`config.mk`:
```
export PLATFORM = sky130hd
export DESIGN_NAME = trr_scan
export DESIGN_NICKNAME = d
export VERILOG_FILES = /design/src/sv/trr_pkg.sv /design/src/sv/trr_scan.sv
export SDC_FILE = /design/constraint.sdc
export NUM_CORES = 1
export LEC_CHECK = 0
export BUFFER_PORTS_ARGS = -buffer_cell sky130_fd_sc_hd__buf_4
export CORE_MARGIN = 4
export CORE_UTILIZATION = 41
export DETAILED_ROUTE_END_ITERATION = 12
export PLACE_DENSITY = 0.79
export SETUP_SLACK_MARGIN = 0.5
export SLEW_MARGIN = 40
export SYNTH_ARGS = -nofsm -noshare
export SYNTH_HDL_FRONTEND = slang
export SYNTH_SLANG_ARGS = --single-unit
export TNS_END_PERCENT = 10
```
`constraint.sdc`:
```
create_clock -name clk -period 4 [get_ports clk]
set_clock_uncertainty 0.05 [all_clocks]
set_input_delay 0.2 -clock clk [delete_from_list [all_inputs] [get_ports clk]]
set_output_delay 0.2 -clock clk [all_outputs]
set_load 0.01 [all_outputs]
```
`src/sv/trr_pkg.sv`:
```
`default_nettype none
// ----------------------------------------------------------------------------
// trr_pkg
// Shared types, constants and helpers of the translation RRIP replacement block.
// ----------------------------------------------------------------------------
package trr_pkg;

	localparam int SET_COUNT          = 128;
	localparam int WAY_COUNT          = 16;
	localparam int PAGE_TABLE_ENTRIES = 1024;

	localparam int SET_W  = $clog2(SET_COUNT);
	localparam int WAY_W  = $clog2(WAY_COUNT);
	localparam int PT_W   = $clog2(PAGE_TABLE_ENTRIES);
	localparam int RRPV_W = 4;
	localparam int CNT_W  = 7;
	localparam int PAGE_W = 52;
	localparam int TAG_W  = PAGE_W - PT_W;
	localparam int ROW_W  = WAY_COUNT * RRPV_W;
	localparam int PENT_W = 1 + TAG_W + CNT_W;

	localparam int APB_ADDR_W = 4;
	localparam int APB_DATA_W = 32;
	localparam int REG_IDX_W  = APB_ADDR_W - 2;

	localparam logic [REG_IDX_W-1:0] REG_MAX_RRPV  = REG_IDX_W'(0);
	localparam logic [REG_IDX_W-1:0] REG_INSTR_POS = REG_IDX_W'(1);
	localparam logic [REG_IDX_W-1:0] REG_DATA_POS  = REG_IDX_W'(2);

	localparam logic [RRPV_W-1:0] MAX_RRPV_RST  = RRPV_W'(7);
	localparam logic [RRPV_W-1:0] INSTR_POS_RST = RRPV_W'(1);
	localparam logic [RRPV_W-1:0] DATA_POS_RST  = RRPV_W'(1);

	localparam logic signed [CNT_W-1:0] COUNT_START = -7'sd2;
	localparam logic signed [CNT_W-1:0] COUNT_LIMIT = 7'sd50;

	localparam logic OP_UPDATE = 1'b0;
	localparam logic OP_VICTIM = 1'b1;

	localparam logic [PT_W-1:0]  PT_LAST  = PT_W'(PAGE_TABLE_ENTRIES - 1);
	localparam logic [WAY_W-1:0] WAY_LAST = WAY_W'(WAY_COUNT - 1);

	typedef logic [WAY_COUNT-1:0][RRPV_W-1:0] row_t;

	typedef struct packed {
		logic                     valid;
		logic [TAG_W-1:0]         tag;
		logic signed [CNT_W-1:0]  cnt;
	} pent_t;

	typedef struct packed {
		logic [RRPV_W-1:0] max_rrpv;
		logic [RRPV_W-1:0] instr_position;
		logic [RRPV_W-1:0] data_position;
	} cfg_t;

	typedef struct packed {
		logic              last;
		logic [WAY_W-1:0]  way;
		logic [RRPV_W-1:0] k;
	} scan_t;

	typedef enum logic [2:0] {
		ST_CLEAR,
		ST_IDLE,
		ST_UPDATE,
		ST_SCAN,
		ST_WRITE
	} state_t;

	function automatic logic [RRPV_W-1:0] sub_clamp(input logic [RRPV_W-1:0] a,
		input logic [RRPV_W-1:0] b);
		return (a > b) ? a - b : '0;
	endfunction

endpackage
`default_nettype wire

```
`src/sv/trr_scan.sv`:
```
`default_nettype none
// ----------------------------------------------------------------------------
// trr_scan
// Way scanner: one subtract and compare per cycle while run is high, tracks the smallest aging
// distance to max_rrpv and the lowest way that has it.
// ----------------------------------------------------------------------------
module trr_scan (
	input  wire logic                         clk,
	input  wire logic                         arst_n,
	input  wire logic                         run,
	input  wire trr_pkg::row_t                row,
	input  wire logic [trr_pkg::RRPV_W-1:0]   max_rrpv,
	output      trr_pkg::scan_t               res
);
	import trr_pkg::*;

	logic [WAY_W-1:0]  idx_q;
	logic [WAY_W-1:0]  pos_q;
	logic [RRPV_W-1:0] min_q;
	logic [RRPV_W-1:0] gap;
	logic              first;
	logic              last;

	assign gap   = max_rrpv - row[idx_q];
	assign first = (idx_q == '0);
	assign last  = (idx_q == WAY_LAST);

	always_ff @(posedge clk or negedge arst_n) begin
		if (!arst_n) begin
			idx_q <= '0;
		end else if (run) begin
			idx_q <= last ? '0 : idx_q + WAY_W'(1);
		end
	end

	always_ff @(posedge clk) begin
		if (run && (first || gap < min_q)) begin
			min_q <= gap;
			pos_q <= idx_q;
		end
	end

	assign res.last = last;
	assign res.way  = pos_q;
	assign res.k    = min_q;

endmodule
`default_nettype wire

```
### After elaboration in Yosys (flattened, before gate mapping)

Cells that the tools add are included.

| word-level totals | value |
|---|---|
| flip-flop bits (word level) | 12 |
| output and inout port bits | 9 |
| word-level logic and storage cells | 14 |

| operators by class | value |
|---|---|
| add/sub/neg operators | 2 |
| magnitude comparators | 2 |
| eq/ne operators | 1 |
| multiplexer cells | 3 |
| reductions and logical operators | 3 |

Operators by type and width:

| kind | count |
|---|---|
| $bmux W4 S4 | 1 |
| $mux W4 | 2 |
| $lt A4 B5 Y1 const B | 1 |
| $add A4 B1 Y4 const B | 1 |
| $eq A4 B4 Y1 const B | 1 |
| $logic_not A4 Y1 | 1 |
| $lt A4 B4 Y1 | 1 |
| $sub A4 B4 Y4 | 1 |
| $logic_and A1 B1 Y1 | 1 |
| $logic_or A1 B1 Y1 | 1 |

### Logic depth before layout (Yosys ltp)

| depth | value |
|---|---|
| depth in word-level cells | 6 |
| mapped depth | 13 |
| depth with buffers taken out | 11 |

### Worst setup path after synthesis

Ideal clock, no wire load.

| timing | value |
|---|---|
| kind | register to register |
| from | register idx_q[0] |
| to | register min_q[0], enable pin |
| library setup time | 0.330 ns |
| arrival time | 3.297 ns |
| path slack | 0.323 ns |
| stages on the path, launching flop included | 14 |
| buffers on the path | 2 |
| path through | dfrtp_1 -> buf_6 -> buf_6 -> mux4_2 -> mux4_2 -> ha_1 -> inv_1 -> fa_1 -> ha_1 -> a21boi_0 -> o21ai_0 -> nand2b_1 -> a21oi_1 -> o21a_1 |

| between the ends | value |
|---|---|
| word-level cells in the longest chain between the ends | 6 |
| elaborated cells on any way between the ends | 7 |
| those cells by class | add/sub (1); order compare (1); mux (2); reduce/logical (3) |

Ends and longest elaborated chain:

| element | RTL line | text |
|---|---|---|
| from (decl) | trr_scan.sv:17 | `logic [WAY_W-1:0] idx_q;` |
| from (signal assigned) | trr_scan.sv:32 | `idx_q <= last ? '0 : idx_q + WAY_W'(1);` |
| $bmux W4 S4 | trr_scan.sv:24 | `assign gap = max_rrpv - row[idx_q];` |
| $mux W4 (implied by the code) | trr_scan.sv:24 |  |
| $sub A4 B4 Y4 | trr_scan.sv:24 |  |
| via gap[1] | trr_scan.sv:20 | `logic [RRPV_W-1:0] gap;` |
| $lt A4 B4 Y1 | trr_scan.sv:37 | `if (run && (first \|\| gap < min_q)) begin` |
| $logic_or A1 B1 Y1 | trr_scan.sv:37 |  |
| $logic_and A1 B1 Y1 | trr_scan.sv:37 |  |
| to (signal assigned) | trr_scan.sv:38 | `min_q <= gap;` |
| to (decl) | trr_scan.sv:19 | `logic [RRPV_W-1:0] min_q;` |

The timed path passes the listed nets, and every way through them passes these cells. The select of a mux whose other input is x is not followed.
A chain may end at the register's enable or synchronous reset.

### Final worst setup path

| timing | value |
|---|---|
| from | register idx_q[0] |
| to | register pos_q[3], enable pin |

| between the ends | value |
|---|---|
| word-level cells in the longest chain between the ends | 6 |
| elaborated cells on any way between the ends | 7 |
| those cells by class | add/sub (1); order compare (1); mux (2); reduce/logical (3) |

Ends and longest elaborated chain:

| element | RTL line | text |
|---|---|---|
| $bmux W4 S4 | trr_scan.sv:24 |  |
| $mux W4 (implied by the code) | trr_scan.sv:24 |  |
| $sub A4 B4 Y4 | trr_scan.sv:24 |  |
| via gap[1] | trr_scan.sv:20 |  |
| $lt A4 B4 Y1 | trr_scan.sv:37 |  |
| $logic_or A1 B1 Y1 | trr_scan.sv:37 |  |
| $logic_and A1 B1 Y1 | trr_scan.sv:37 |  |
| to (signal assigned) | trr_scan.sv:39 | `pos_q <= idx_q;` |
| to (decl) | trr_scan.sv:18 | `logic [WAY_W-1:0] pos_q;` |

The timed path passes the listed nets, and every way through them passes these cells. The select of a mux whose other input is x is not followed.

==> metrics.cfg <==
[place]
place_area_um2=1770
dp_hpwl_um=2580
port-buffer-count=79
post-place-ws_ns=0.363
dpl.cell_count=187
globalplace.congestion=0.785

[global_route]
grt_pass1_vias=1062
gr-total-overflow=0
grtUsageTotal_pct=16.4
grt_max_degree=17
antenna_found_initial=0
grt_first_pass_wirelength_um=4600

[synthesis]
syn_inst=81
synth_cell_types=23
synth.cell_area_um2=1160
ys_ff_latch=12
syn_avg_cell_area_um2=14.3
yosysWarnings=0
synth-seq-area-share_pct=29.3
netlist.area_leader.share_pct=27.2
synth_area_leaders=mux4_2, edfxtp_1, mux4_1, dfrtp_1, ha_1
synth_top_cell_by_area=mux4_2
synth_nets=161

[worst_setup_path]
crit_chain=buf_12, mux4_2, mux4_2, ha_2, inv_2, fa_1, ha_1, a21boi_0, o21ai_1, nand2b_1, a21oi_2, o21a_4
cpPeakStageDelay_ns=0.48
critPathMaxFanout=12
worstPathArrival_ns=3.42
path_class=flop to flop
end_kind=flop
slowest_stage=mux4_2
path_buf_inv=2
crit_family=multiplexers
cp.required_ns=3.92
start_kind=flop
cpMostUsedCell=mux4_2

[final_layout]
area_growth_syn_to_layout_pct=60.8
insertedDiodeCount=0
num-nets-final=246
nFillCells=210
drive_gt1_share_pct=66.7
finalNonFillerCells=196
final_area_um2=1870
fin_util_pct=68.2

[timing]
rsz0062_at_grt=true
tightest_slew_ns=0.413
relSlewSlack_pct=72.4
hold_viol=0
finalCritPeriodShare_pct=87.4
finalSetupViolCount=0
drv_slew=0
setup_ws_ns=0.503
layout_min_cycle_time_ns=3.50
fmax_mhz=286
finalSetupTns_ns=0
hold_slack_ns=0.125

[clock_network]
clock_latency_ns=0.27
clockRootBuffer=clkbuf_4
path_clk_slew_ns=0.08
cts_sinks=12
clk_path_buf_depth=2
cts_buffers=3
cts_tree=done
cts-htree-levels=1

[routing]
dr.pass1.iters=3
post_drt_wl_per_cell_um=15.5
vias_per_cell=5.29
via_count=1036
ant_nets=0
finalWirelength_um=3040
first_iter_violations=36
drc=0

[die]
io_pins=80
fp-row-count=19
die-area_um2=3740
die_height_um=61.2
core_um2=2730
start_util_pct=42.4
fp.dieW_um=61.2

[pwr]
p_per_area_nw_per_um2=663
power.total_mw=1.24
p_leak_nw=0.879
ir_worst_vdd_uv=656

[worst_hold_path]
hold_path.class=input port to flop

[status]
status=complete, no violations

[run]
maxCapViolCount=0

-- synth_stat cells --
cell type and number:
edfxtp_1 8, buf_4 1, nand2_1 4, buf_2 1, ha_1 8, xnor2_1 3, mux4_1 6, o41ai_1 1
and3_1 1, o21a_1 1, a21o_1 1, buf_6 2, nor3b_1 1, dfrtp_1 4, o21ai_0 4, fa_1 1
clkbuf_1 3, xor2_1 1, a21boi_0 1, mux4_2 14, a21oi_1 3, inv_1 10, nand2b_1 2
-- logic make-up after synthesis --
logic type      count (synthesis)  share of synthesized area, %
mux                            20                          40.8
buf+inv                        17                          7.23
flops                          12                          29.3
compound gates                 11                          5.72
fa+ha+maj                       9                          10.4
simple gates                    8                          3.56
xor+xnor                        4                          3.02
-- worst reg2reg max path: cells and delay by family (launching register included) --
family / cells / cell delay, ns
flip-flops: 1 / 0.38
multiplexers: 2 / 0.97
adder cells (fa/ha/maj): 3 / 0.88
buffers and inverters: 2 / 0.21
AND/OR/NAND/NOR: 1 / 0.09
AO/OA/AOI/OAI: 4 / 0.64
-- sequential cells by signal, summed over array words and instances, names as in the netlist --
name,cells
idx_q,4
min_q,4
pos_q,4
-- where the power goes --
| part | internal (mW) | switching [mW] |
|---|---|---|
| combinational | 0.480 | 0.350 |
| sequential | 0.247 | 0.0823 |
| clock | 0.0385 | 0.0381 |
| total | 0.765 | 0.471 |
-- cell type report --
type                            count  area (um^2)  area share (%)
Multi-Input combinational cell     52          753            40.4
Tap cell                           31         38.8            2.08
Clock buffer                        4         26.3            1.41
Timing Repair Buffer               87          668            35.8
Inverter                           10         37.5            2.01
Sequential cell                    12          342            18.3
-- layer usage --
layer  share of wire (%)  GRT usage, %  vias to the layer above  routed length [um]
met2                  53          27.6                       44                1620
met1                  39          23.1                      502                1190
met5                   0             0                        -                   0
li1                    -             -                      490                   -
met4                   0          1.86                        0                   0
met3                 7.2          2.73                        0                 220
-- worst paths after layout --
| path | cells after the start | from | slack (ns) | endpoint |
|---|---|---|---|---|
| max | 12 | idx_q[0] | 0.50 | pos_q[3] |
| min | 2 | run | 0.12 | idx_q[1] |
| max reg2reg | 12 | idx_q[0] | 0.50 | pos_q[3] |
| min reg2reg | 1 | idx_q[2] | 0.68 | idx_q[2] |
| max in group asynchronous | 2 | arst_n | 3.56 | idx_q[1] |
| min in group asynchronous | 2 | arst_n | 0.22 | idx_q[1] |
-- layout by cell type, fill, tap and decap left out, drive strengths merged --
| master | netlist | layout |
|---|---|---|
| a21boi | 1 | 1 |
| a21o | 1 | 1 |
| a21oi | 3 | 3 |
| and3 | 1 | 1 |
| buf | 4 | 86 |
| clkbuf | 3 | 4 |
| dfrtp | 4 | 4 |
| dlygate4sd3 | 0 | 1 |
| edfxtp | 8 | 8 |
| fa | 1 | 1 |
| ha | 8 | 8 |
| inv | 10 | 10 |
| mux4 | 20 | 20 |
| nand2 | 4 | 4 |
| nand2b | 2 | 2 |
| nor3b | 1 | 1 |
| o21a | 1 | 1 |
| o21ai | 4 | 4 |
| o41ai | 1 | 1 |
| xnor2 | 3 | 3 |
| xor2 | 1 | 1 |
-- what timing repair did --
| item | in CTS | in global routing |
|---|---|---|
| resized for setup | 5 | 3 |
| buffers inserted | 1 | 3 |
| pin swaps | 0 | 2 |
| endpoints found under the setup margin | 8 | 8 |
| gates cloned | 0 | 0 |
| hold endpoints to repair | 4 | 0 |
| hold buffers | 1 | 0 |
(Power assumes the default switching activity.)
