[src/sv/trr_ram.sv]
`default_nettype none
// ----------------------------------------------------------------------------
// trr_ram
// Generic single-write, single-read RAM with registered read data.
// ----------------------------------------------------------------------------
module trr_ram #(
	parameter int WIDTH = 8,
	parameter int DEPTH = 16
) (
	input  wire logic                     clk,
	input  wire logic                     we,
	input  wire logic [$clog2(DEPTH)-1:0] waddr,
	input  wire logic [WIDTH-1:0]         wdata,
	input  wire logic                     re,
	input  wire logic [$clog2(DEPTH)-1:0] raddr,
	output      logic [WIDTH-1:0]         rdata
);

	logic [WIDTH-1:0] mem_q [DEPTH];
	logic [WIDTH-1:0] rdata_q;

	always_ff @(posedge clk) begin
		if (we) begin
			mem_q[waddr] <= wdata;
		end
		if (re) begin
			rdata_q <= mem_q[raddr];
		end
	end

	assign rdata = rdata_q;

endmodule
`default_nettype wire

[config.mk]
export PLATFORM = sky130hd
export DESIGN_NAME = trr_ram
export DESIGN_NICKNAME = d
export VERILOG_FILES = /design/src/sv/trr_ram.sv
export SDC_FILE = /design/constraint.sdc
export NUM_CORES = 1
export LEC_CHECK = 0
export ABC_AREA = 1
export BUFFER_PORTS_ARGS = -buffer_cell sky130_fd_sc_hd__buf_2
export CAP_MARGIN = 25
export CORE_MARGIN = 8
export CORE_UTILIZATION = 30
export CTS_BUF_LIST = sky130_fd_sc_hd__clkbuf_8
export DETAILED_ROUTE_END_ITERATION = 10
export HOLD_SLACK_MARGIN = 0.15
export PLACE_DENSITY_LB_ADDON = 0.08
export SLEW_MARGIN = 40
export SYNTH_ARGS = -nofsm -noshare
export SYNTH_HDL_FRONTEND = slang
export SYNTH_SLANG_ARGS = --single-unit
export TNS_END_PERCENT = 5
[constraint.sdc]
create_clock -name clk -period 2.1 [get_ports clk]
set_input_delay 0.105 -clock clk [delete_from_list [all_inputs] [get_ports clk]]
set_output_delay 0.105 -clock clk [all_outputs]
set_load 0.05 [all_outputs]
== Word level (Yosys, flattened, before mapping) ==
Memories as Yosys holds them, arrays and structs flattened. A register that Yosys moved wholly into a read port is not among the register bits.
Index checks and enable logic that the tools add are counted.

* Output and inout port bits: 8
* Register bits after elaboration: 0
* Memories: 1
* Word-level logic and storage cells: 3
* Input bits: 19
* RAM bits: 128

{| class="wikitable"
|+ Memories
! name !! depth !! width !! rd ports !! clocked after memory_dff !! wr ports !! RTL line !! source
|-
| mem_q || 16 || 8 || 1 || 1 || 1 || 19 || <nowiki>logic [WIDTH-1:0] mem_q [DEPTH];</nowiki>
|}

* Mux-type cells: 2

{| class="wikitable"
|+ Operators with widths
! kind !! count
|-
| 2-to-1 mux 1 bit || 2
|}

== Logic depth before layout (Yosys ltp) ==
Gate-level depths: netlist of run 1.

* Depth in word-level cells: 2
* Mapped depth: 8
* Gate-level depth less buffers: 7

== Worst setup path after synthesis of run 1 ==
OpenSTA, ideal clock, no wires.

* Path type: input -> register
* Start point: input port waddr[2]
* End point: memory mem_q[10][0], enable pin
* Stages: 2
* Slack: 1.044 ns
* Library setup time: 0.370 ns
* Required time: 1.730 ns
* Path buffers: 0
* Data arrival time: 0.686 ns
* Cells stage by stage: nand3b_1 -> nor2_1

{| class="wikitable"
|+ RTL lines
! what !! RTL line !! source
|-
| start, declared || 12 || <nowiki>input wire logic [$clog2(DEPTH)-1:0] waddr,</nowiki>
|-
| end, declared || 19 ||
|}

Straight into the memory's write port.

==> results.txt, run 1 <==
----------------------------------------------------
[Status]
  Run status ... completed

[STA]
  RSZ-0062 raised after global routing ... false
  Peak Freq ... 816 MHz
  Actual transition at the worst max-transition pin ... 722 ps
  Hold Fails Final Rpt ... 0
  Max-slew violations ... 0
  TNS Setup ... 0 ps
  Setup slack after layout ... 874 ps
  Slew HR ... 0.517
  Post-Route Hold Slack ... 314 ps
  Final worst path period need ... ~1200 ps
  Count of endpoints failing setup in the final report ... 0
  Post-route clock period utilization ... 0.584
  Worst clock skew ... between 7 and 8 ps

[Clock network]
  Count of cells resized by post-cts repair ... 0
  H-tree Lvls ... 4
  Clock latency on the worst-skew pair ... 440 ps
  Total CTS buffers ... 17
  Max clock buf depth ... 2
  Root buffer selected by CTS ... sky130_fd_sc_hd__clkbuf_8
  CTS sink count ... 136
  Worst-path clk slew ... 70 ps
  CTS tree ... built

[Cells and area]
  Ant diodes ... 0
  Final nets ... between 600 and 700
  Synthesis-to-finish area growth ... 16.6%
  Final core occ ... 0.354
  Share of final-layout standard cells stronger than drive strength 1 ... 0.117
  Final Cell Area ... just under 7000 um2
  Filler-free cell count of the finished design ... 880

[Synth]
  Number of nets in the synthesized netlist ... 570
  Leading post-synthesis cells by cell area ... sky130_fd_sc_hd__edfxtp_1, sky130_fd_sc_hd__nand2_1, sky130_fd_sc_hd__nand3_1, sky130_fd_sc_hd__inv_1, sky130_fd_sc_hd__buf_6
  Syn Inst Count ... 551
  Flip-flop and latch count after synthesis ... 136
  Yosys cell types ... 11
  Area of the mapped netlist ... just under 6000 um2
  Sequential area share after synthesis ... 0.698
  Main flop type after synthesis ... sky130_fd_sc_hd__edfxtp_1
  Synth top cells by count ... sky130_fd_sc_hd__nand2_1, sky130_fd_sc_hd__edfxtp_1, sky130_fd_sc_hd__inv_1
  Synthesis Warnings ... 0
  Area leader, netlist ... sky130_fd_sc_hd__edfxtp_1
  Async set or reset register ratio after synthesis ... 0
  EDFF count, synth ... between 100 and 150
  Average footprint of a synthesized cell ... 10.6 um2
  Proportion of netlist area held by the largest area contributor ... 0.698
  Most common cell in the netlist ... sky130_fd_sc_hd__nand2_1

[Floorplanning]
  Die boundary width ... about 160 um
  Number of standard-cell rows in the floorplan ... 51
  I/O pin count ... 27
  DIE HEIGHT ... 156 um
  Core box area ... 19300 um2
  Area enclosed by the die boundary ... 24200 um2
  Initial cell density of the core ... 0.303

[Place]
  GP Congestion ... 0.736
  Half-perimeter wire length of the detailed placement result ... 9080 um
  Post-Place Setup Slack ... ~600 ps
  Cell Area, Placed ... 6320 um2
  Port-buffer cells ... 26
  Total placed cells including tap cells ... 838

[Global routing]
  Via count of the first global-routing pass ... between 3000 and 4000
  Total overflow reported by the global router ... 0
  Wire length of the first global-routing pass ... about 23000 um
  Total track usage ... 0.131
  Pin count of the biggest net entering global routing ... 65
  Number of antenna violations at the first check in global routing ... 0

[Worst setup path]
  Highest fanout seen on the critical path ... 9
  Buffers and inverters on the worst path ... 3
  Critical path's largest stage delay ... about 520 ps
  Crit. End Element ... flip-flop
  Critical Path Start Type ... input pin
  Cell type of the slowest stage on the worst timing path ... sky130_fd_sc_hd__dlygate4sd3_1
  Data required time at the worst endpoint ... 2270 ps
  Critical path class ... input pin to flip-flop
  Crit path DAT ... roughly 1400 ps
  Crit-path cells ... dlygate4sd3_1 > buf_2 > inv_1 > nand3_1 > nand2_1
  Kind of cell with the highest combined delay on the critical path ... buffers and inverters

[Pwr]
  Part of the total power dissipated in combinational logic ... 0.077
  Worst IR Drop VDD ... 0.000349 V
  Leak pwr ... a little under 3 nW
  Power Density ... roughly 840 nW/um2
  Portion of total power attributed to sequential cells ... 0.536
  Internal Pwr Total ... 4.43 mW
  Design Power ... 5.73 mW
  Net switching power ... 1.30 mW
  Switching power as a share of total power ... 0.227
  Clock Power Share ... 0.388

[Routing]
  DRC violation total after the first TritonRoute iteration ... 248
  Via-to-Cell Ratio ... 4.32
  Antenna Violating Nets Remaining ... 0
  DRT Wirelength ... about 15000 um
  Drt pass-1 iters ... 5
  Number of vias after detailed routing ... around 3800
  Wire length per cell ... 17.2 um
  Drt drc ... 0

[Run]
  Count of max-cap constraint violations ... 0

[Min path]
  Kind of path behind the tightest hold check ... input pin to flip-flop

----------------------------------------------------
==> worst paths after layout <==
kind / from / endpoint / slack, ps / cells after the start
setup reg to reg: mem_q[3][2] / rdata[2] / 890 / 6
setup / recovery: raddr[3] / rdata[1] / 870 / 5
hold / removal: raddr[2] / rdata[2] / 310 / 5
hold reg to reg: mem_q[12][2] / rdata[2] / 740 / 6
==> registers in the layout, summed over array words and instances, names as in the netlist <==
register,flops
rdata,8
mem_q,128
==> worst reg2reg max path, delay by kind of cell (launching register included) <==
| kind | cells | cell delay, ps |
|---|---|---|
| flip-flops | 1 | 360 |
| buffers and inverters | 1 | 60 |
| AND/OR/NAND/NOR | 5 | 550 |
==> final cells by class <==
type                    instances  area, um2
fillers                      2036      12500
flip-flops and latches        136       4080
multi-input cells             289       1210
repair buffers                 56        405
inverters                     102        383
well taps                     265        332
clock buffers                  17        234
clock inverters                15        169
==> what timing repair did <==
item                      CTS  global route
buffers inserted            0             0
hold endpoints to repair  138             0
hold buffers               10             0
==> cell usage in the layout, fill, tap and decap left out <==
master,synthesis,final
sky130_fd_sc_hd__buf_12,0,2
sky130_fd_sc_hd__buf_2,13,26
sky130_fd_sc_hd__buf_4,4,18
sky130_fd_sc_hd__bufinv_16,0,4
sky130_fd_sc_hd__clkbuf_8,0,17
sky130_fd_sc_hd__clkinv_1,0,4
sky130_fd_sc_hd__clkinv_2,0,2
sky130_fd_sc_hd__clkinv_4,0,1
sky130_fd_sc_hd__dlygate4sd3_1,0,10
sky130_fd_sc_hd__edfxtp_1,136,136
sky130_fd_sc_hd__inv_1,100,104
sky130_fd_sc_hd__inv_2,2,2
sky130_fd_sc_hd__nand2_1,173,173
sky130_fd_sc_hd__nand3_1,97,97
sky130_fd_sc_hd__nand3b_1,2,2
sky130_fd_sc_hd__nor2_1,17,17
==> routing by layer <==
metal | up-vias | global-route usage | share of wire | wire, um
met2 | 75 | 0.198 | 0.45 | 6830
li1 | 1876 | - | - | -
met5 | - | 0 | 0 | 0
met4 | 0 | 0.0481 | 0.016 | 238
met3 | 16 | 0.0330 | 0.043 | 650
met1 | 1837 | 0.179 | 0.49 | 7450
==> power groups by stage <==
stage	logic (mW)	clock network, mW	registers, mW
floorplan	0.214	0	3.17
global placement	0.434	0	3.13
detailed placement	0.436	0	3.13
CTS	0.452	2.29	3.07
global route	0.491	2.40	3.08
finish	0.439	2.22	3.07
==> cells by family after synthesis <==
family	count (synthesis)	synth area share
buffers and inverters	126	0.0939
DFF	136	0.698
and+or+nand+nor	289	0.208
Note: power is estimated with default switching activity, not from simulation.
==> inputs of run 2 (changes only) <==
clock period = 1.2 ns   (was 2.1 ns; I/O delays follow)
==> results.txt, run 2 (synthesis gave the netlist of run 1 again) <==
----------------------------------------------------
[STA]
  RSZ-0062 raised after global routing ... true (was false)
  Slew HR ... 0.731 (was 0.517)
  Actual transition at the worst max-transition pin ... 403 ps (was 722 ps)
  Worst clock skew ... 6.76 ps (was 7.88 ps)
  Post-Route Hold Slack ... 219 ps (was 314 ps)
  Count of endpoints failing setup in the final report ... 0 (unchanged)
  Hold Fails Final Rpt ... 0 (unchanged)
  Post-route clock period utilization ... 0.951
  Max-slew violations ... 0 (unchanged)
  Final worst path period need ... ~1100 ps
  Peak Freq ... 876 MHz

[Floorplanning]
  DIE HEIGHT ... 156 um (unchanged)
  Core box area ... 19300 um2 (unchanged)
  Die boundary width ... 156 um (unchanged)
  Initial cell density of the core ... 0.303 (unchanged)
  Number of standard-cell rows in the floorplan ... 51 (unchanged)
  Area enclosed by the die boundary ... 24200 um2 (unchanged)
  I/O pin count ... 27 (unchanged)

[Clock network]
  Clock latency on the worst-skew pair ... 430 ps (was 440 ps)
  Max clock buf depth ... 2 (unchanged)
  CTS tree ... built (unchanged)
  Worst-path clk slew ... 70 ps (about the same)
  CTS sink count ... 136 (unchanged)
  Root buffer selected by CTS ... sky130_fd_sc_hd__clkbuf_8 (unchanged)
  Total CTS buffers ... 17 (unchanged)
  H-tree Lvls ... 4 (unchanged)

[Global routing]
  Met2 layer usage reported by global route ... 0.189 (was 0.198)
  Met3 track utilization from global routing ... 0.0291 (was 0.0330)
  Met1 Use GR ... 0.194 (was 0.179)
  Busiest metal layer after global routing ... met1 (was met2)
  Via count of the first global-routing pass ... 3653 (was 3753)
  Wire length of the first global-routing pass ... 23500 um (was 23100 um)
  Pin count of the biggest net entering global routing ... 65 (unchanged)
  Total track usage ... 0.133 (was 0.131)
  Number of antenna violations at the first check in global routing ... 0 (unchanged)
  Total overflow reported by the global router ... 0 (unchanged)

[Routing]
  Number of vias after detailed routing ... 3795 (was 3804)
  Drt pass-1 iters ... 4 (was 5)
  Drt drc ... 0 (unchanged)
  Wire length per cell ... 17.2 um (about the same)
  Antenna Violating Nets Remaining ... 0 (unchanged)
  Via-to-Cell Ratio ... 4.28 (was 4.32)
  DRC violation total after the first TritonRoute iteration ... 299 (was 248)
  DRT Wirelength ... 15200 um (about the same)

[Worst setup path]
  Highest fanout seen on the critical path ... 1 (was 9)
  Reg-to-reg setup timing slack ... 70 ps (was 890 ps)
  Crit path DAT ... 1080 ps (was 1400 ps)
  Critical Path Start Type ... flip-flop (was input pin)
  Kind of cell with the highest combined delay on the critical path ... flip-flops (was buffers and inverters)
  Data required time at the worst endpoint ... 1140 ps (was 2270 ps)
  Crit. End Element ... output port (was flip-flop)
  Critical path's largest stage delay ... 370 ps (was 520 ps)
  Crit-path cells ... buf_2 (was dlygate4sd3_1 > buf_2 > inv_1 > nand3_1 > nand2_1)
  Critical path class ... flip-flop to output port (was input pin to flip-flop)
  Cell type of the slowest stage on the worst timing path ... sky130_fd_sc_hd__edfxtp_1 (was sky130_fd_sc_hd__dlygate4sd3_1)
  Buffers and inverters on the worst path ... 1 (was 3)

[Cells and area]
  Final nets ... 631 (was 621)
  Filler-free cell count of the finished design ... 886 (was 880)
  Number of flip-flops in the largest register ... 128 (unchanged)
  Most common cell after layout, fill and taps aside ... sky130_fd_sc_hd__nand2_1 (unchanged)
  Register bank with the most flops ... mem_q (unchanged)
  Share of final-layout standard cells stronger than drive strength 1 ... 0.132 (was 0.117)
  Synthesis-to-finish area growth ... 18.1% (was 16.6%)
  Ant diodes ... 0 (unchanged)
  Commonest non-fill, non-tap cells in the layout ... sky130_fd_sc_hd__nand2_1, sky130_fd_sc_hd__edfxtp_1, sky130_fd_sc_hd__inv_1 (unchanged)

[Min path]
  Kind of path behind the tightest hold check ... input pin to flip-flop (unchanged)

[Place]
  Total placed cells including tap cells ... 848 (was 838)
  Port-buffer cells ... 26 (unchanged)
  Half-perimeter wire length of the detailed placement result ... 10100 um (was 9080 um)
  GP Congestion ... 0.764 (was 0.736)

[Pwr]
  Design Power ... 9.56 mW (was 5.73 mW)
  Power Density ... 1380 nW/um2 (was 840 nW/um2)
  Worst IR Drop VDD ... 0.000709 V (was 0.000349 V)
  Leak pwr ... 2.95 nW (was 2.90 nW)

[Status]
  Run status ... completed (unchanged)

[Run]
  Count of max-cap constraint violations ... 0 (unchanged)

----------------------------------------------------
==> run 2: cell types whose count changed in the layout (fill, tap and decap cells not counted) <==
| cell | change |
|---|---|
| sky130_fd_sc_hd__buf_4 | +9 |
| sky130_fd_sc_hd__buf_2 | -5 |
| sky130_fd_sc_hd__buf_12 | +4 |
| sky130_fd_sc_hd__nand3_1 | -3 |
| sky130_fd_sc_hd__nand3_2 | +3 |
| sky130_fd_sc_hd__buf_6 | +2 |
| sky130_fd_sc_hd__bufinv_16 | -2 |
| sky130_fd_sc_hd__clkinv_1 | -1 |
| sky130_fd_sc_hd__clkinv_4 | -1 |
==> run 2: repair_timing <==
| item | 4_1_cts | 5_1_grt |
|---|---|---|
| hold buffers | 10 | 0 |
| endpoints found under the hold margin | 138 | 0 |
| setup buffers | 0 | 0 |
| endpoints found under the setup margin | 4 | 4 |
| cloned | 0 | 0 |
| resized for setup | 6 | 5 |
==> run 2: final cells by class <==
cell class,count,area [um2]
clock buffers,17,234
clock inverters,11,96.3
fillers,1981,12400
inverters,102,383
multi-input cells,289,1230
flip-flops and latches,136,4080
well taps,265,332
repair buffers,66,551
==> run 2: stage by stage <==
step                      cell area, um2  worst slack (ps)  utilization  setup TNS, ps
after floorplan                     5850               189            -              0
after global routing                6910             -6.91        0.358          -6.91
final                               6910              58.7        0.358              0
after CTS                           6890             0.734        0.358              0
after detailed placement            6440              -148        0.334           -941
after global placement              6440              -144        0.334           -916
==> run 2: final timing paths <==
kind                                  start       end  depth (start not counted)
worst min register to register  mem_q[2][6]  rdata[6]                          6
worst max register to register  mem_q[9][0]  rdata[0]                          6
worst min-delay path               raddr[2]  rdata[0]                          5
worst max-delay path               rdata[7]  rdata[7]                          1
==> run 2: per-layer routing <==
metal	vias up	part of all wire
li1	1895	-
met4	0	0.013
met3	12	0.030
met1	1818	0.52
met2	70	0.44
met5	-	0
==> run 2: where the power goes <==
group / switching (mW) / total, mW / internal (mW)
clock: 1.61 / 3.35 / 1.74
combinational: 0.564 / 0.825 / 0.261
sequential: 0.0373 / 5.39 / 5.35
