===== config.mk =====
export PLATFORM = sky130hd
export DESIGN_NAME = trr_regs
export DESIGN_NICKNAME = d
export VERILOG_FILES = /design/src/sv/trr_pkg.sv /design/src/sv/trr_regs.sv
export SDC_FILE = /design/constraint.sdc
export NUM_CORES = 1
export LEC_CHECK = 0
export BUFFER_PORTS_ARGS = -buffer_cell sky130_fd_sc_hd__buf_2
export CAP_MARGIN = 20
export CELL_PAD_IN_SITES_DETAIL_PLACEMENT = 0
export CELL_PAD_IN_SITES_GLOBAL_PLACEMENT = 2
export CORE_MARGIN = 4
export CORE_UTILIZATION = 17
export CTS_BUF_LIST = sky130_fd_sc_hd__clkbuf_4
export DETAILED_ROUTE_END_ITERATION = 16
export MAX_ROUTING_LAYER = met4
export PLACE_DENSITY = 0.88
export SLEW_MARGIN = 20
export SYNTH_ARGS = -nofsm -noshare
export SYNTH_HDL_FRONTEND = slang
export SYNTH_SLANG_ARGS = --single-unit

===== constraint.sdc =====
create_clock -name clk -period 1.1 [get_ports clk]
set_clock_uncertainty 0.15 [all_clocks]
set_input_delay 0.22 -clock clk [delete_from_list [all_inputs] [get_ports clk]]
set_output_delay 0.22 -clock clk [all_outputs]
set_load 0.05 [all_outputs]

===== src/sv/trr_pkg.sv =====
`default_nettype none
// ----------------------------------------------------------------------------
// trr_pkg
// Shared types, constants and helpers of the translation RRIP replacement block.
// ----------------------------------------------------------------------------
package trr_pkg;

	localparam int SET_COUNT          = 128;
	localparam int WAY_COUNT          = 16;
	localparam int PAGE_TABLE_ENTRIES = 1024;

	localparam int SET_W  = $clog2(SET_COUNT);
	localparam int WAY_W  = $clog2(WAY_COUNT);
	localparam int PT_W   = $clog2(PAGE_TABLE_ENTRIES);
	localparam int RRPV_W = 4;
	localparam int CNT_W  = 7;
	localparam int PAGE_W = 52;
	localparam int TAG_W  = PAGE_W - PT_W;
	localparam int ROW_W  = WAY_COUNT * RRPV_W;
	localparam int PENT_W = 1 + TAG_W + CNT_W;

	localparam int APB_ADDR_W = 4;
	localparam int APB_DATA_W = 32;
	localparam int REG_IDX_W  = APB_ADDR_W - 2;

	localparam logic [REG_IDX_W-1:0] REG_MAX_RRPV  = REG_IDX_W'(0);
	localparam logic [REG_IDX_W-1:0] REG_INSTR_POS = REG_IDX_W'(1);
	localparam logic [REG_IDX_W-1:0] REG_DATA_POS  = REG_IDX_W'(2);

	localparam logic [RRPV_W-1:0] MAX_RRPV_RST  = RRPV_W'(7);
	localparam logic [RRPV_W-1:0] INSTR_POS_RST = RRPV_W'(1);
	localparam logic [RRPV_W-1:0] DATA_POS_RST  = RRPV_W'(1);

	localparam logic signed [CNT_W-1:0] COUNT_START = -7'sd2;
	localparam logic signed [CNT_W-1:0] COUNT_LIMIT = 7'sd50;

	localparam logic OP_UPDATE = 1'b0;
	localparam logic OP_VICTIM = 1'b1;

	localparam logic [PT_W-1:0]  PT_LAST  = PT_W'(PAGE_TABLE_ENTRIES - 1);
	localparam logic [WAY_W-1:0] WAY_LAST = WAY_W'(WAY_COUNT - 1);

	typedef logic [WAY_COUNT-1:0][RRPV_W-1:0] row_t;

	typedef struct packed {
		logic                     valid;
		logic [TAG_W-1:0]         tag;
		logic signed [CNT_W-1:0]  cnt;
	} pent_t;

	typedef struct packed {
		logic [RRPV_W-1:0] max_rrpv;
		logic [RRPV_W-1:0] instr_position;
		logic [RRPV_W-1:0] data_position;
	} cfg_t;

	typedef struct packed {
		logic              last;
		logic [WAY_W-1:0]  way;
		logic [RRPV_W-1:0] k;
	} scan_t;

	typedef enum logic [2:0] {
		ST_CLEAR,
		ST_IDLE,
		ST_UPDATE,
		ST_SCAN,
		ST_WRITE
	} state_t;

	function automatic logic [RRPV_W-1:0] sub_clamp(input logic [RRPV_W-1:0] a,
		input logic [RRPV_W-1:0] b);
		return (a > b) ? a - b : '0;
	endfunction

endpackage
`default_nettype wire


===== src/sv/trr_regs.sv =====
`default_nettype none
// ----------------------------------------------------------------------------
// trr_regs
// APB configuration registers: max_rrpv, instr_position, data_position.
// ----------------------------------------------------------------------------
module trr_regs (
	input  wire logic                             clk,
	input  wire logic                             arst_n,
	input  wire logic                             psel,
	input  wire logic                             penable,
	input  wire logic                             pwrite,
	input  wire logic [trr_pkg::APB_ADDR_W-1:0]   paddr,
	input  wire logic [trr_pkg::APB_DATA_W-1:0]   pwdata,
	output      logic [trr_pkg::APB_DATA_W-1:0]   prdata,
	output      logic                             pready,
	output      trr_pkg::cfg_t                    cfg
);
	import trr_pkg::*;

	cfg_t                 cfg_q;
	logic [REG_IDX_W-1:0] idx;
	logic                 wr;

	assign idx    = paddr[APB_ADDR_W-1:2];
	assign wr     = psel && penable && pwrite && pready;
	assign pready = 1'b1;

	always_ff @(posedge clk or negedge arst_n) begin
		if (!arst_n) begin
			cfg_q.max_rrpv       <= MAX_RRPV_RST;
			cfg_q.instr_position <= INSTR_POS_RST;
			cfg_q.data_position  <= DATA_POS_RST;
		end else if (wr) begin
			case (idx)
				REG_MAX_RRPV:  cfg_q.max_rrpv       <= pwdata[RRPV_W-1:0];
				REG_INSTR_POS: cfg_q.instr_position <= pwdata[RRPV_W-1:0];
				REG_DATA_POS:  cfg_q.data_position  <= pwdata[RRPV_W-1:0];
				default: ;
			endcase
		end
	end

	always_comb begin
		prdata = '0;
		case (idx)
			REG_MAX_RRPV:  prdata = APB_DATA_W'(cfg_q.max_rrpv);
			REG_INSTR_POS: prdata = APB_DATA_W'(cfg_q.instr_position);
			REG_DATA_POS:  prdata = APB_DATA_W'(cfg_q.data_position);
			default:       prdata = '0;
		endcase
	end

	assign cfg = cfg_q;

endmodule
`default_nettype wire


======== Word-level counts from Yosys, hierarchy flattened ========
Index checks and enable logic that the tools add are counted.
cells by class
  bitwise gates (word level) .............. 0
  shift-type cells ........................ 0
  equality and inequality tests ........... 2
  multipliers ............................. 0
  div/mod/pow operators ................... 0
  reductions and logical operators ........ 6
  add/sub/neg operators ................... 0
  magnitude comparators ................... 0
  mux-type cells .......................... 1
operator list
  operator              count
  $pmux W4 S3           1
  $reduce_and A2 Y1     3
  $eq A2 B1 Y1 const B  1
  $eq A2 B2 Y1 const B  1
  $logic_and A1 B1 Y1   2
  $logic_not A2 Y1      1
word-level totals
  input bits .............................. 41
  memory bits (writable) .................. 0
  output and inout port bits .............. 45
  memory bits (read-only) ................. 0
  memories kept ........................... 0
  word-level logic and storage cells ...... 12
  bits in registers ....................... 12
  latch bits .............................. 0

======== Depth between registers and ports, before layout ========
Gate-level depths: netlist (run 1).
  word-level depth ........................ 3
  gate-level depth with buffers ........... 4
  depth with buffers taken out ............ 3

======== Worst setup path before layout (run 1) ========
No wires, ideal clock.
  path type ............................... register to output
  from .................................... register cfg_q, in the netlist cfg[9]
  to ...................................... output prdata[1] (netlist bit)
  path slack .............................. -1163 ps
  buffers on the path ..................... 0
  required time ........................... 730 ps
  data arrival time ....................... 1893 ps
  cell stages (with the launch flop) ...... 3
  cell sequence ........................... dfstp_2 > mux2i_1 > o21ai_0
on the way
  word-level cells in the longest chain between the ends .. 1
RTL lines
  element             line            source
  start: declaration  trr_regs.sv:20  cfg_t cfg_q;
  $pmux W4 S3         trr_regs.sv:45  case (idx)
  end: declaration    trr_regs.sv:14  output logic [trr_pkg::APB_DATA_W-1:0] prdata,
Every way passes these cells.

======== Worst setup path after layout (run 1) ========
  from .................................... register cfg_q, in the netlist cfg[10]
  to ...................................... output prdata[2] (netlist bit)
The elaborated chain is that of the path after synthesis.

==> results of run 1 <==
-- layer usage --
layer	track usage	share of wire
met1	0.08124	0.35
met4	0.03261	0.016
met3	0.02837	0.072
met2	0.1248	0.56
met5	-	0
-- where the power goes --
part	total, mW	internal (mW)	leakage (nW)	switching (mW)
sequential	0.674	0.580	0.136	0.0938
clock	0.312	0.165	0.0184	0.147
combinational	1.82	0.813	0.542	1.00
-- worst max-delay path, cell delays in order (launching register included) --
cell and delay, ns:
dfstp_2 0.54, mux2i_2 0.08, o21ai_4 0.13, buf_6 0.17
-- per-stage QoR --
| step | hold slack [ns] | worst slack [ns] | instances | TNS, ns |
|---|---|---|---|---|
| after floorplan | -0.2256 | -0.4601 | 100 | -2.948 |
| after global placement | -0.03558 | -0.3918 | 167 | -5.798 |
| after detailed placement | -0.02579 | -0.4272 | 167 | -6.118 |
| after CTS | 0.03799 | -0.4850 | 176 | -5.297 |
| after global routing | 0.05746 | -0.5245 | 179 | -5.855 |
| final | 0.06546 | -0.4675 | 179 | -5.106 |
-- cells in the final DEF, fill, tap and decap left out, drive strengths merged --
cell type | netlist | layout
dfstp | 5 | 5
nor3b | 1 | 1
buf | 30 | 52
nand3 | 1 | 1
or3b | 1 | 1
nand2 | 4 | 4
mux2i | 4 | 4
mux2 | 12 | 12
dfrtp | 7 | 7
dlygate4sd3 | 0 | 1
conb | 2 | 29
nor2b | 1 | 1
nor3 | 1 | 1
clkbuf | 0 | 4
o21ai | 4 | 4
-- final timing paths --
path / slack (ns) / endpoint / depth (start not counted)
worst max register to register: -0.06 / cfg[2]$_DFFE_PN0P_ / 3
max in group asynchronous: 0.29 / cfg[8]$_DFFE_PN1P_ / 2
min in group asynchronous: 0.22 / cfg[1]$_DFFE_PN0P_ / 2
worst min-delay path: 0.07 / cfg[8]$_DFFE_PN1P_ / 2
worst min register to register: 0.49 / cfg[3]$_DFFE_PN0P_ / 2
worst max-delay path: -0.47 / prdata[2] / 3
-- cells by family (layout without fill, tap and decap cells) --
kind of cell,after synthesis,count (layout),synth area share
and+or+nand+nor,9,9,0.06938
AOI/OAI and AO/OA,4,4,0.02524
DFF,12,12,0.3864
buffers and inverters,30,57,0.2886
muxes,16,16,0.2208
other,2,29,0.009467
-- final cells by class --
| class | count | area [sq um] | share of cell area |
|---|---|---|---|
| flip-flops and latches | 12 | 309.0 | 0.2090 |
| multi-input cells | 58 | 495.5 | 0.3350 |
| clock buffers | 4 | 30.03 | 0.02030 |
| repair buffers | 53 | 579.3 | 0.3917 |
| well taps | 52 | 65.06 | 0.04399 |
-- repair_timing --
action	CTS	global route
endpoints found under the hold margin	12	0
resized for setup	68	12
endpoints found under the setup margin	26	25
pin swaps	1	1
hold buffers	1	0
cloned	0	0
buffers inserted	4	6
==> impl_results.md, run 1 <==
* P_leak at 0.6963 nW
* Top-count cell post-synth: buf_4
* Total Die Area at 5823 sq um
* Die H at 76.31 microns
* Synth top area cells: buf_4 (27%), dfrtp_1 (22%), mux2_2 (17%)
* Worst-skew pair later-pin latency at 0.26 ns
* Num ports at 86
* Number of flip-flops in the largest register at 12
* GRT Overall Usage at 0.07563
* Status: finished with violations
* Slew Limit Fails at 0
* RePlAce Congestion at 0.7366
* CP arrival at 1.20 ns
* Vias in the first global route at 647
* Worst Path Required at 0.73 ns
* PD cells at 1895 nW/um^2
* Slack of the critical path at -0.4675 ns
* Worst setup SP type: flip-flop
* CTS tree: done
* CTS buffer count at 3
* F_max at 638.0 MHz
* Cells after synthesis at 73
* Clk sink count at 12
* DP Wirelength at 1.607 mm
* CP Max Fanout at 2
* Avg Inst Size Synth at 10.87 sq um
* Final hold viol count at 0
* Max IR drop VDD at 0.0005737 V
* GR Overflow Total at 0
* Initial antenna violation count at 0
* Antenna Cells at 0
* Largest net degree at the start of global routing at 13
* Total power draw at 2.803 mW
* Maximum clock insertion buffer count at 2
* DR pass1 iterations at 3
* Ys flop type: dfrtp_1
* Number of remaining DRC errors at 0
* Number of flops mapped to enable cells by yosys at 0
* Failing checks: setup timing
* Minimum clock period at 1.567 ns
* Tcrit/Tclk final at 1.425
* Wire per inst at 11.98 microns
* Via density at 3.542
* Asr flop ratio synth at 1.000
* Core Util, Final at 0.3328
* Core area at 4444 sq um
* Worst hold start: pwdata[0]
* FILL cells at 452
* RR Startpoint: cfg[2]$_DFFE_PN0P_
* Num rows at 24
* CTS H-tree lvls at 1
* Final setup viols at 20
* Crit end category: output port
* Sequential fraction of the synthesis area at 0.3864
* Post-DRT Antenna Nets at 0
* Die width at 76.31 microns
* Initial Utilization at 0.1785
* Post-DP Area at 1104 sq um
* Synthesized area at 793.3 sq um
* Synth cell count leaders: buf_4 (29), mux2_2 (12), dfrtp_1 (7), dfstp_2 (5)
* WL final at 2.145 mm
* DR iter-0 viols at 13
* Yosys warns at 0
* Global-route wire length before repair at 3.305 mm
* Synthesis-to-finish area growth at 86.44%
* Nets@finish at 169
* Setup CP Type: reg -> out
* Yosys cell types at 14
* Setup crit start: cfg[10]$_DFFE_PN1P_
* Port Buffer Count at 26
* Fin area at 1479 sq um
* Synthesis-stage register bit count at 12
* Layout cells sized above 1 at 0.6929
* Via Count at 634
* Worst min path class: in -> reg
* Root Buffer: clkbuf_4
* Max-Cap Viols at 0
* RSZ-0062 raised after global routing: true
* Yosys top cell by area: buf_4
* Share of the synthesized area in the top cell type at 0.2744
* Clk slew on worst S/H paths at 0.08 ns
Note: power is estimated with default switching activity, not from simulation.
==> run 2, diff against run 1 <==
--- a/config.mk
+++ b/config.mk
@@ -8,9 +8,9 @@
 export BUFFER_PORTS_ARGS = -buffer_cell sky130_fd_sc_hd__buf_2
 export CAP_MARGIN = 20
 export CELL_PAD_IN_SITES_DETAIL_PLACEMENT = 0
-export CELL_PAD_IN_SITES_GLOBAL_PLACEMENT = 2
+export CELL_PAD_IN_SITES_GLOBAL_PLACEMENT = 1
 export CORE_MARGIN = 4
-export CORE_UTILIZATION = 17
+export CORE_UTILIZATION = 23
 export CTS_BUF_LIST = sky130_fd_sc_hd__clkbuf_4
 export DETAILED_ROUTE_END_ITERATION = 16
 export MAX_ROUTING_LAYER = met4
==> impl_results.md, run 2 (synthesis gave the netlist of run 1 again) <==
* Hold worst-path end: cfg[4]$_DFFE_PN1P_
* Die H at 66.73 microns
* Synthesis-to-finish area growth at 92.43%
* DR iter-0 viols at 9
* Worst-skew pair later-pin latency at 0.26 ns
* Number of flip-flops in the largest register at 12
* R2R depth at 3
* Worst hold start: pwdata[0]
* CP max-delay cell: dfstp_2
* DP Wirelength at 1.586 mm
* Clk sink count at 12
* RePlAce Congestion at 0.7485
* Via density at 3.754
* CP Max Fanout at 2
* Worst min path class: in -> reg
* Worst path cell trace: mux2i_2, o21ai_4, buf_6
* CTS buffer count at 3
* Total power draw at 2.779 mW
* Crit path depth at 3
* CTS tree: done
* CTS H-tree lvls at 1
* Core area at 3337 sq um
* FILL cells at 300
* Status: finished with violations
* Post-DP Area at 1109 sq um
* Vias in the first global route at 655
* Nets@finish at 171
* GRT Overall Usage at 0.1007
* Final hold viol count at 0
* Setup CP Type: reg -> out
* Layout cells sized above 1 at 0.6822
* R2r endpoint: cfg[3]$_DFFE_PN0P_
* Total Die Area at 4452 sq um
* Cell family with most CP delay: flip-flops
* DR pass1 iterations at 4
* Tcrit/Tclk final at 1.455
* Worst Path Required at 0.73 ns
* Max IR drop VDD at 0.0005680 V
* Final setup viols at 24
* Maximum clock insertion buffer count at 2
* RR Startpoint: cfg[3]$_DFFE_PN0P_
* Num ports at 86
* F_max at 624.8 MHz
* Number of remaining DRC errors at 0
* Num rows at 21
* Final std cells w/o fill at 175
* Antenna Cells at 0
* Failing checks: setup timing
* Worst setup SP type: flip-flop
* Port Buffer Count at 26
* CP peak stage delay at 0.56 ns
* Initial Utilization at 0.2377
* CP arrival at 1.23 ns
* Minimum clock period at 1.600 ns
* Fin area at 1526 sq um
* PD cells at 1821 nW/um^2
* Wire per inst at 12.85 microns
* Slack of the critical path at -0.5005 ns
* Slew Limit Fails at 0
* Setup tns final at -5.322 ns
* P_leak at 0.7226 nW
* Via Count at 657
* Commonest non-fill, non-tap cells in the layout: conb_1 (29), buf_6 (29), buf_8 (14)
* Die width at 66.73 microns
* Post-DRT Antenna Nets at 0
* Largest net degree at the start of global routing at 13
* Crit end category: output port
* Core Util, Final at 0.4574
* Root Buffer: clkbuf_4
* Global-route wire length before repair at 3.194 mm
* Critical path buffers and inverters at 1
* Cells after DPL at 161
* WL final at 2.248 mm
* Initial antenna violation count at 0
* GR Overflow Total at 0
* RSZ-0062 raised after global routing: true
* R2r setup slk at -0.06 ns
* Clk slew on worst S/H paths at 0.08 ns
* Hold Path Cell Cnt at 2
* Max-Cap Viols at 0
run 2: cell types whose count changed in the layout (fill, tap and decap cells not counted), sizes merged:
cell	before	now
clkbuf	4	3
clkinv	0	1
buf	52	54
run 2: timing repair:
| item | in CTS | in global routing |
|---|---|---|
| resized for setup | 72 | 16 |
| pin swaps | 2 | 2 |
| setup endpoints to repair | 27 | 27 |
| buffers inserted | 8 | 5 |
| endpoints found under the hold margin | 12 | 0 |
| hold buffers | 1 | 0 |
| cloned | 0 | 0 |
run 2: stage by stage:
step	hold slack (ns)	setup WS (ns)
6_report	0.06492	-0.5005
5_1_grt	0.05878	-0.5553
4_1_cts	0.05743	-0.5061
3_5_place_dp	-0.03841	-0.4341
3_3_place_gp	-0.05169	-0.4008
2_1_floorplan	-0.2256	-0.4601
run 2: metal layers:
layer	track usage	vias to the layer above	routed length [microns]
met5	-	-	0
met4	0.02538	0	9
met3	0.03710	2	200
met2	0.1844	36	1279
met1	0.1005	321	759
li1	-	298	-
run 2: final cells by class:
type / count / area, sq um / share of cell area
Tap cell: 46 / 57.56 / 0.03771
Sequential cell: 12 / 309.0 / 0.2025
Clock inverter: 1 / 3.754 / 0.002459
Clock buffer: 3 / 22.52 / 0.01475
Multi-Input combinational cell: 58 / 491.7 / 0.3221
Timing Repair Buffer: 55 / 641.9 / 0.4205
run 2: worst max-delay path by stage:
stage / to / start / slack (ns)
final: prdata[0] / cfg[4]$_DFFE_PN1P_ / -0.50
after global routing: prdata[0] / cfg[4]$_DFFE_PN1P_ / -0.56
after CTS: prdata[0] / cfg[4]$_DFFE_PN1P_ / -0.51
after detailed placement: prdata[0] / paddr[2] / -0.43
after global placement: prdata[0] / paddr[2] / -0.40
after floorplan: prdata[1] / cfg[9]$_DFFE_PN1P_ / -0.46
run 2: power by group:
part           internal [mW]  switching, mW
combinational          0.814           1.01
clock                  0.131          0.142
sequential             0.581          0.103
total                   1.53           1.25
